`src/rtl/core/bgc_pkg.sv`:
```
// Shared types and constants of the button gesture classifier.
package bgc_pkg;

  localparam int unsigned AgeW = 16;
  localparam int unsigned CfgW = 16;
  localparam int unsigned CfgAddrW = 2;
  localparam logic [AgeW-1:0] AgeMax = {AgeW{1'b1}};

  // Gesture codes
  localparam logic [1:0] GestNone   = 2'd0;
  localparam logic [1:0] GestSingle = 2'd1;
  localparam logic [1:0] GestDouble = 2'd2;
  localparam logic [1:0] GestLong   = 2'd3;

  // Configuration register indexes
  localparam logic [CfgAddrW-1:0] RegClickMin = 2'd0;
  localparam logic [CfgAddrW-1:0] RegClickMax = 2'd1;
  localparam logic [CfgAddrW-1:0] RegWindow   = 2'd2;
  localparam logic [CfgAddrW-1:0] RegLongMax  = 2'd3;

  // Configuration register reset values
  localparam logic [CfgW-1:0] ClickMinRst = 16'd30;
  localparam logic [CfgW-1:0] ClickMaxRst = 16'd800;
  localparam logic [CfgW-1:0] WindowRst   = 16'd350;
  localparam logic [CfgW-1:0] LongMaxRst  = 16'd5000;

  typedef struct packed {
    logic [CfgW-1:0] click_min;
    logic [CfgW-1:0] click_max;
    logic [CfgW-1:0] window;
    logic [CfgW-1:0] long_max;
  } cfg_t;

  typedef struct packed {
    logic            last_level;
    logic [AgeW-1:0] press_age;
    logic            click_waiting;
    logic [AgeW-1:0] waiting_age;
  } state_t;

endpackage

```
`src/rtl/core/bgc_classify.sv`:
```
// One-tick classification: ages advance, edges resolve, a pending click expires.
module bgc_classify (
  input  bgc_pkg::cfg_t   cfg_i,
  input  bgc_pkg::state_t st_i,
  input  logic            level_i,
  output bgc_pkg::state_t st_o,
  output logic [1:0]      gesture_o
);

  logic [bgc_pkg::AgeW-1:0] press_adv;
  logic [bgc_pkg::AgeW-1:0] wait_adv;
  logic                     waiting_mid;
  logic [bgc_pkg::AgeW-1:0] wait_mid;
  logic [1:0]               gest_mid;
  logic                     is_click;
  logic                     is_long;

  // Advance saturating ages
  always_comb begin
    press_adv = st_i.press_age;
    if (!st_i.last_level && st_i.press_age != bgc_pkg::AgeMax) begin
      press_adv = st_i.press_age + 1'b1;
    end
    wait_adv = st_i.waiting_age;
    if (st_i.click_waiting && st_i.waiting_age != bgc_pkg::AgeMax) begin
      wait_adv = st_i.waiting_age + 1'b1;
    end
  end

  assign is_click = (press_adv > cfg_i.click_min) && (press_adv < cfg_i.click_max);
  assign is_long  = (press_adv >= cfg_i.click_max) && (press_adv < cfg_i.long_max);

  // Resolve edges, then test the pending click for expiry
  always_comb begin
    st_o.last_level = level_i;
    st_o.press_age  = press_adv;
    waiting_mid     = st_i.click_waiting;
    wait_mid        = wait_adv;
    gest_mid        = bgc_pkg::GestNone;
    if (st_i.last_level && !level_i) begin
      st_o.press_age = '0;
    end else if (!st_i.last_level && level_i) begin
      if (is_click) begin
        if (st_i.click_waiting && wait_adv < cfg_i.window) begin
          waiting_mid = 1'b0;
          gest_mid    = bgc_pkg::GestDouble;
        end else begin
          waiting_mid = 1'b1;
        end
        wait_mid = '0;
      end else if (is_long) begin
        waiting_mid = 1'b0;
        wait_mid    = '0;
        gest_mid    = bgc_pkg::GestLong;
      end
    end
    st_o.click_waiting = waiting_mid;
    st_o.waiting_age   = wait_mid;
    gesture_o          = gest_mid;
    if (waiting_mid && wait_mid >= cfg_i.window) begin
      st_o.click_waiting = 1'b0;
      st_o.waiting_age   = '0;
      gesture_o          = bgc_pkg::GestSingle;
    end
  end

endmodule

```
`src/rtl/core/button_gesture_classifier_core.sv`:
```
// Button gesture classifier: single, double and long press from a sampled pin.
//
// Input stream: one word per millisecond tick, tdata bit 0 is the pin level
// (0 pressed, 1 released). Every accepted word yields exactly one result word
// on the output stream, tdata bits 1:0 holding the gesture code (none,
// single click, double click, long press).
// The result of an accepted word is registered. One word is accepted per
// cycle while the skid stage is empty; the press and pending click state
// updates in a single pass of compares and 16-bit increments.
// An output register plus a one-word skid stage sit on the result side, so
// input ready depends only on the skid stage being empty; when the receiver
// stalls, one more word is taken and then input ready drops until a result
// drains.
// Configuration: write enable, 2-bit register index and 16-bit data, taken
// on any edge with the enable high; write only while no results are pending.
// Reset clears state to released with no pending click, restores the
// register defaults and empties both output stages.
module button_gesture_classifier_core (
  input  logic                          clk_i,
  input  logic                          rst_ni,
  input  logic                          cfg_we_i,
  input  logic [bgc_pkg::CfgAddrW-1:0]  cfg_addr_i,
  input  logic [bgc_pkg::CfgW-1:0]      cfg_wdata_i,
  input  logic                          s_axis_tvalid,
  output logic                          s_axis_tready,
  input  logic [7:0]                    s_axis_tdata,  // [0] button_level
  output logic                          m_axis_tvalid,
  input  logic                          m_axis_tready,
  output logic [7:0]                    m_axis_tdata   // [1:0] gesture
);

  bgc_pkg::cfg_t   cfg_q;
  bgc_pkg::state_t st_q;
  bgc_pkg::state_t st_d;
  logic [1:0]      gest_d;
  logic            in_acc;
  logic            out_take;
  logic            out_valid_q;
  logic [1:0]      out_gest_q;
  logic            skid_valid_q;
  logic [1:0]      skid_gest_q;

  assign in_acc        = s_axis_tvalid && s_axis_tready;
  assign out_take      = out_valid_q && m_axis_tready;
  assign s_axis_tready = !skid_valid_q;
  assign m_axis_tvalid = out_valid_q;
  assign m_axis_tdata  = {6'b0, out_gest_q};

  // Write configuration registers
  always_ff @(posedge clk_i or negedge rst_ni) begin
    if (!rst_ni) begin
      cfg_q.click_min <= bgc_pkg::ClickMinRst;
      cfg_q.click_max <= bgc_pkg::ClickMaxRst;
      cfg_q.window    <= bgc_pkg::WindowRst;
      cfg_q.long_max  <= bgc_pkg::LongMaxRst;
    end else if (cfg_we_i) begin
      case (cfg_addr_i)
        bgc_pkg::RegClickMin: cfg_q.click_min <= cfg_wdata_i;
        bgc_pkg::RegClickMax: cfg_q.click_max <= cfg_wdata_i;
        bgc_pkg::RegWindow:   cfg_q.window    <= cfg_wdata_i;
        bgc_pkg::RegLongMax:  cfg_q.long_max  <= cfg_wdata_i;
        default: ;
      endcase
    end
  end

  bgc_classify u_classify (
    .cfg_i     (cfg_q),
    .st_i      (st_q),
    .level_i   (s_axis_tdata[0]),
    .st_o      (st_d),
    .gesture_o (gest_d)
  );

  // Advance press state on each accepted word
  always_ff @(posedge clk_i or negedge rst_ni) begin
    if (!rst_ni) begin
      st_q.last_level    <= 1'b1;
      st_q.press_age     <= '0;
      st_q.click_waiting <= 1'b0;
      st_q.waiting_age   <= '0;
    end else if (in_acc) begin
      st_q <= st_d;
    end
  end

  // Output register and skid stage
  always_ff @(posedge clk_i or negedge rst_ni) begin
    if (!rst_ni) begin
      out_valid_q  <= 1'b0;
      skid_valid_q <= 1'b0;
    end else begin
      if (skid_valid_q) begin
        if (out_take) begin
          skid_valid_q <= 1'b0;
        end
      end else if (in_acc) begin
        if (out_valid_q && !m_axis_tready) begin
          skid_valid_q <= 1'b1;
        end else begin
          out_valid_q <= 1'b1;
        end
      end else if (out_take) begin
        out_valid_q <= 1'b0;
      end
    end
  end

  always_ff @(posedge clk_i) begin
    if (skid_valid_q) begin
      if (out_take) begin
        out_gest_q <= skid_gest_q;
      end
    end else if (in_acc) begin
      if (out_valid_q && !m_axis_tready) begin
        skid_gest_q <= gest_d;
      end else begin
        out_gest_q <= gest_d;
      end
    end
  end

  // Checks
  a_skid_behind_out: assert property (@(posedge clk_i) disable iff (!rst_ni)
    skid_valid_q |-> out_valid_q)
    else $error("skid stage holds a word while output register is empty");

  a_double_needs_pending: assert property (@(posedge clk_i) disable iff (!rst_ni)
    (in_acc && gest_d == bgc_pkg::GestDouble) |-> st_q.click_waiting)
    else $error("double click without a pending click");

  a_gesture_clears_pending: assert property (@(posedge clk_i) disable iff (!rst_ni)
    (in_acc && gest_d != bgc_pkg::GestNone) |=> !st_q.click_waiting)
    else $error("pending click survives a reported gesture");

  a_press_restarts: assert property (@(posedge clk_i) disable iff (!rst_ni)
    (in_acc && st_q.last_level && !s_axis_tdata[0]) |=> (st_q.press_age == '0))
    else $error("press age not restarted on press");

endmodule
```
`config.mk`:
```
export PLATFORM = sky130hd
export DESIGN_NAME = button_gesture_classifier_core
export DESIGN_NICKNAME = d
export VERILOG_FILES = /design/src/rtl/core/bgc_pkg.sv /design/src/rtl/core/bgc_classify.sv /design/src/rtl/core/button_gesture_classifier_core.sv
export SDC_FILE = /design/constraint.sdc
export NUM_CORES = 1
export LEC_CHECK = 0
export ABC_AREA = 1
export BUFFER_PORTS_ARGS = -buffer_cell sky130_fd_sc_hd__buf_2
export CORE_UTILIZATION = 55
export DETAILED_ROUTE_END_ITERATION = 8
export PLACE_DENSITY = 0.8
export SYNTH_ARGS = -nofsm -noshare
export SYNTH_HDL_FRONTEND = slang
export SYNTH_HIERARCHICAL = 1
export SYNTH_SLANG_ARGS = --single-unit
```
`constraint.sdc`:
```
create_clock -name clk_i -period 6.1 [get_ports clk_i]
set_input_delay 0.305 -clock clk_i [delete_from_list [all_inputs] [get_ports clk_i]]
set_output_delay 0.305 -clock clk_i [all_outputs]
set_load 0.05 [all_outputs]
```
---- Yosys cells after proc, flatten, opt, wreduce, memory -nomap -nowiden ----
Index checks and enable logic that the tools add are counted.
storage, ports and cells
  bits in writable memories ............... 0
  word-level logic and storage cells ...... 84
  bits in read-only memories .............. 0
  memories kept ........................... 0
  input port bits ......................... 31
  output and inout bits ................... 10
  flip-flop bits (word level) ............. 104
  latch bits .............................. 0
operators by class
  add/sub/neg operators ................... 2
  eq/ne operators ......................... 8
  magnitude comparators ................... 6
  bitwise logic cells ..................... 1
  multiplexer cells ....................... 30
  shift operators ......................... 0
  reduce and logical (&&, ||, !) cells .... 25
  div/mod/pow operators ................... 0
  multipliers ............................. 0
operators with widths
  cell                                                                    count
  16-bit two-way mux                                                      7
  16-bit < comparator                                                     3
  16-bit by 1-bit adder with 16-bit output (second input constant)        2
  16-bit >= comparator                                                    2
  16-bit != test (second input constant)                                  2
  2-bit two-way mux                                                       10
  17-bit two-way mux                                                      1
  16-bit > comparator                                                     1
  1-bit two-way mux                                                       12
  1-bit logical AND                                                       11
  3-bit AND reduction                                                     3
  2-bit AND reduction                                                     4
  2-bit != test (second input constant)                                   3
  2-bit equality test (second input constant)                             2
  1-bit zero test                                                         4
  2-bit nonzero test                                                      2
  2-bit by 1-bit equality test with 1-bit output (second input constant)  1
  2-bit zero test                                                         1
  1-bit inverter                                                          1

---- Depth between registers and ports, before layout ----
  word-level depth ........................ 15
  mapped depth ............................ 45
  depth with buffers taken out ............ 43

---- Hierarchy ----
Netlist, hierarchy kept.
modules (own cells, without submodules)
  module                          cells an instance  seq. area each (um2)  area an instance (um2)  times used
  button_gesture_classifier_core  460                2,646.3               4,197.8                 1
  bgc_classify                    526                0.0                   3,104.2                 1

---- Worst setup path before layout ----
No wires, ideal clock.
  path type ............................... register -> register
  start ................................... register st_q[17] (netlist bit)
  end ..................................... register out_gest_q[0] (data pin)
  data arrival time ....................... 5,138 ps
  setup time .............................. 253 ps
  buffers on the path ..................... 2
  data required time ...................... 5,847 ps
  clock period less this slack ............ 5,391 ps
  cell stages (with the launch flop) ...... 44
  setup slack ............................. 709 ps
  path through ............................ dfrtp_1 -> ha_1 -> nand2_1 -> nor2_1 -> nand2_2 -> o21ai_4 -> nor3_1 -> nand3_1 -> nor2_1 -> nand4_1 -> nor2_1 -> nand2_1 -> nor2_1 -> xnor2_1 -> inv_1 -> ha_1 -> a21oi_1 -> o21ai_0 -> [8 not listed] -> ha_1 -> a21boi_0 -> o21a_1 -> o21ai_0 -> nand2_1 -> nand2_1 -> nand2_1 -> a21oi_1 -> o21ai_0 -> nand2_1 -> nand2_1 -> nand2_1 -> nand2_1 -> clkbuf_1 -> nand2_1 -> nand2_1 -> nand2_1 -> nand2_1
on the way
  longest elaborated chain between the ends .. 15
  elaborated cells between the ends (all ways) .. 28
  those cells by class .................... add/sub: 1; order compare: 5; eq/ne: 1; mux: 17; reduce/logical: 4
RTL lines
  what                                                                              RTL line                               text
  start: declaration                                                                button_gesture_classifier_core.sv:33   bgc_pkg::state_t st_q;
  start signal: assignment                                                          button_gesture_classifier_core.sv:83   st_q <= st_d;
  branches (longest 2 deep; another with 16-bit by 1-bit adder with 16-bit output)  n/a
  16-bit two-way mux (*)                                                            bgc_classify.sv:21                     if (!st_i.last_level && st_i.press_age != bgc_pkg::AgeMax) begin
  16-bit >= comparator or 16-bit < comparator (tied branches)                       bgc_classify.sv:31                     assign is_long = (press_adv >= cfg_i.click_max) && (press_adv < cfg_i.long_max);
  1-bit logical AND                                                                 bgc_classify.sv:31
  16-bit two-way mux                                                                bgc_classify.sv:51                     end else if (is_long) begin
  16-bit two-way mux                                                                bgc_classify.sv:43                     if (is_click) begin
  16-bit two-way mux                                                                bgc_classify.sv:42                     end else if (!st_i.last_level && level_i) begin
  16-bit two-way mux                                                                bgc_classify.sv:40                     if (st_i.last_level && !level_i) begin
  16-bit >= comparator                                                              bgc_classify.sv:60                     if (waiting_mid && wait_mid >= cfg_i.window) begin
  1-bit logical AND                                                                 bgc_classify.sv:60
  2-bit two-way mux (*)                                                             bgc_classify.sv:60
  net gest_d[0]                                                                     button_gesture_classifier_core.sv:35   logic [1:0] gest_d;
  2-bit two-way mux (*)                                                             button_gesture_classifier_core.sv:115  if (out_valid_q && !m_axis_tready) begin
  2-bit two-way mux (*)                                                             button_gesture_classifier_core.sv:114  end else if (in_acc) begin
  2-bit two-way mux (*)                                                             button_gesture_classifier_core.sv:110  if (skid_valid_q) begin
  end signal: assignment                                                            button_gesture_classifier_core.sv:112  out_gest_q <= skid_gest_q;
  end signal: assignment                                                            button_gesture_classifier_core.sv:118  out_gest_q <= gest_d;
  end: declaration                                                                  button_gesture_classifier_core.sv:39   logic [1:0] out_gest_q;
Mark *: on every way through the listed nets, which the timed path passes. The select of a mux whose other input is x is not followed.
A chain may end at the register's enable or synchronous reset.

==> flow_summary.ini <==
[setup_path]
cp.arrival_ns = 5.90
cp-start-kind = register
required_ns = 6.40
crit_path_max_incr_delay_ns = 0.42
cpMaxStageDelayCell = dfrtp_1
criticalPathCategory = register to register
cp_max_fo = 14
crit_top_cell = nand2_1
end_kind = register
crit_family = simple AND/OR/NAND/NOR gates
critPathBufInv = 3

[yosys]
synth_warnings = 6
synth_top_cell_by_area = dfrtp_1
async_reset_ff_frac = 0.962
yosys_register_bits = 104
synth_common_cells = nand2_1, inv_1, dfrtp_1, ha_1, nand4_1
syn-cell-area_mm2 = 0.00730
ys_seq_area_frac = 0.362
synth.distinct_cells = 37
yosys-top-cells-area = dfrtp_1, nand2_1, ha_1
synth_edf_count = 4
synth.most_common_cell = nand2_1
postSynthCellCount = 986
synth_top_area_frac = 0.278
syn-mean-instance-area_um2 = 7.41
synth_top_flop_cell = dfrtp_1

[placement]
place_hpwl_um = 12200
place_congestion = 0.879
place_area_mm2 = 0.00749
port_buffers = 27

[route]
vias = 6403
via_per_inst = 5.45
routedWlPerCell_um = 14.7
drcViolationCount = 0
ant_nets = 0
first_pass_iters = 7
routed_wl_um = 17200
drt_iter0_drc = 516

[cts]
path_clk_slew_ns = 0.08
cts.htree.levels = 3
cts_buffer_depth = 2
clock_latency_ns = 0.36
clock-sinks = 104
numCtsBuffers = 9
cts_root_buffer = clkbuf_16
cts_tree = yes

[final_layout]
area_delta_synth_final_pct = 8.07
antenna_cells = 0
fin_area_mm2 = 0.00789
fin_nets = 1109
layout-drive-gt1-share = 0.0967

[global_route]
grt_usage = 0.274
grt_max_degree = 68
overflow = 0
antenna_found_initial = 0
grt_pass1_wl_um = 28800
grt_pass1_vias = 5945

[flow_run]
timing.max_cap.violations = 0

[power_and_ir_drop]
p_per_area_mw_per_mm2 = 285
p_int_mw = 1.37
power_frac_seq = 0.397
comb_power_share = 0.322
total_power_mw = 2.25
p_sw_uw = 874
swShare = 0.389
pwr-share-clk = 0.281
p_leak_nw = 4.55
peakVddDrop_mv = 0.228

[sta]
hold_slack_ns = 0.178
fin_worst_skew_ns = 0.00858
hold_viol = 0
max-slew-margin-rel = 0.286
fmax_ghz = 0.179
min_period_ns = 5.60
worst_pin_slew_ns = 1.07
drv_slew = 0
min_period_over_period = 0.918
finalSetupViolations = 0

[floorplan]
dieArea_mm2 = 0.0137
initial_utilization = 0.572
die_w_um = 117
ios = 41
dieHeight_um = 117
coreArea_mm2 = 0.0128
num_rows = 41

[outcome]
outcome = finished clean

[hold_path]
hold_class = input port to register
state kept, by name (all words and copies together), names as in the netlist:
| name | flops |
|---|---|
| cfg_q | 64 |
| m_axis_tvalid | 1 |
| skid_valid_q | 1 |
| st_q | 34 |
| skid_gest_q | 2 |
| out_gest_q | 2 |
worst reg2reg max path: cells and delay by family (launching register included):
family,cells,cell delay [ns]
adder cells (fa/ha/maj),3,0.83
XOR/XNOR,1,0.15
flip-flops,1,0.42
AO/OA/AOI/OAI,11,1.62
buffers and inverters,3,0.38
AND/OR/NAND/NOR,23,2.14
layer usage:
layer / GRT usage / share of wire / vias to the layer above
met5: 0 / 0 / -
li1: - / - / 3180
met4: 0.0920 / 0.018 / 0
met3: 0.0355 / 0.063 / 24
met1: 0.405 / 0.47 / 2967
met2: 0.413 / 0.45 / 232
through the flow:
stage	setup WS [ns]	std cells	TNS [ns]	util
floorplan	0.709	991	0	-
global placement	0.337	1156	0	0.587
detailed placement	0.269	1156	0	0.587
CTS	0.179	1173	0	0.613
global route	-0.00282	1175	-0.00577	0.618
finish	0.502	1175	0	0.618
layout make-up:
cell class              instances  area [µm²]
inverters                     143         537
clock buffers                   9         225
well taps                     172         215
multi-input cells             705        3970
fillers                      1105        4880
flip-flops and latches        104        2650
clock inverters                 7        97.6
repair buffers                 35         200
cell usage in the layout (no fill, tap or decap), drive strengths merged:
cell type and instances:
a211oi 6, a21boi 2, a21oi 48, and2 1
and3 1, buf 34, bufinv 1, clkbuf 9
clkinv 4, conb 6, dfrtp 81, dfstp 19
dlygate4sd3 1, edfxtp 4, ha 80, inv 145
nand2 358, nand3 37, nand3b 2, nand4 61
nor2 50, nor3 12, o211ai 1, o21a 4
o21ai 6, o221a 1, o221ai 2, xnor2 7
xor2 20
kinds of logic (layout without fill, tap and decap cells):
| kind of cell | after synthesis | in the layout | share of synthesized area |
|---|---|---|---|
| buffers and inverters | 182 | 194 | 0.103 |
| flip-flops | 104 | 104 | 0.362 |
| AND/OR/NAND/NOR | 522 | 522 | 0.309 |
| other | 1 | 6 | 0.000514 |
| AO/OA/AOI/OAI | 70 | 70 | 0.0559 |
| XOR/XNOR | 27 | 27 | 0.0324 |
| adder cells (fa/ha/maj) | 80 | 80 | 0.137 |
power by group through the flow:
stage / Combinational, mW / Clock [mW] / Sequential (mW)
detailed placement: 0.702 / 0 / 0.902
floorplan: 0.518 / 0 / 0.909
CTS: 0.708 / 0.638 / 0.889
global route: 0.832 / 0.670 / 0.908
global placement: 0.677 / 0 / 0.897
finish: 0.725 / 0.632 / 0.892
repair_timing:
item / in CTS / in global routing
resized for setup: 0 / 11
endpoints found under the hold margin: 32 / 0
hold buffers: 1 / 0
setup buffers: 0 / 2
endpoints found under the setup margin: 0 / 19
path summary, 6_finish.rpt:
kind	slack, ns	cells past startpoint	startpoint	endpoint
max	0.50	41	st_q[17]$_DFFE_PN0P_	st_q[4]$_DFFE_PN0P_
min	0.18	3	s_axis_tdata[0]	st_q[33]$_DFFE_PN1P_
max reg2reg	0.50	41	st_q[17]$_DFFE_PN0P_	st_q[4]$_DFFE_PN0P_
min reg2reg	0.46	2	cfg_q[50]$_DFFE_PN1P_	cfg_q[50]$_DFFE_PN1P_
max in group asynchronous	4.46	3	rst_ni	st_q[21]$_DFFE_PN0P_
min in group asynchronous	0.44	2	rst_ni	st_q[0]$_DFFE_PN0P_
Power figures use the tool's default switching activity.
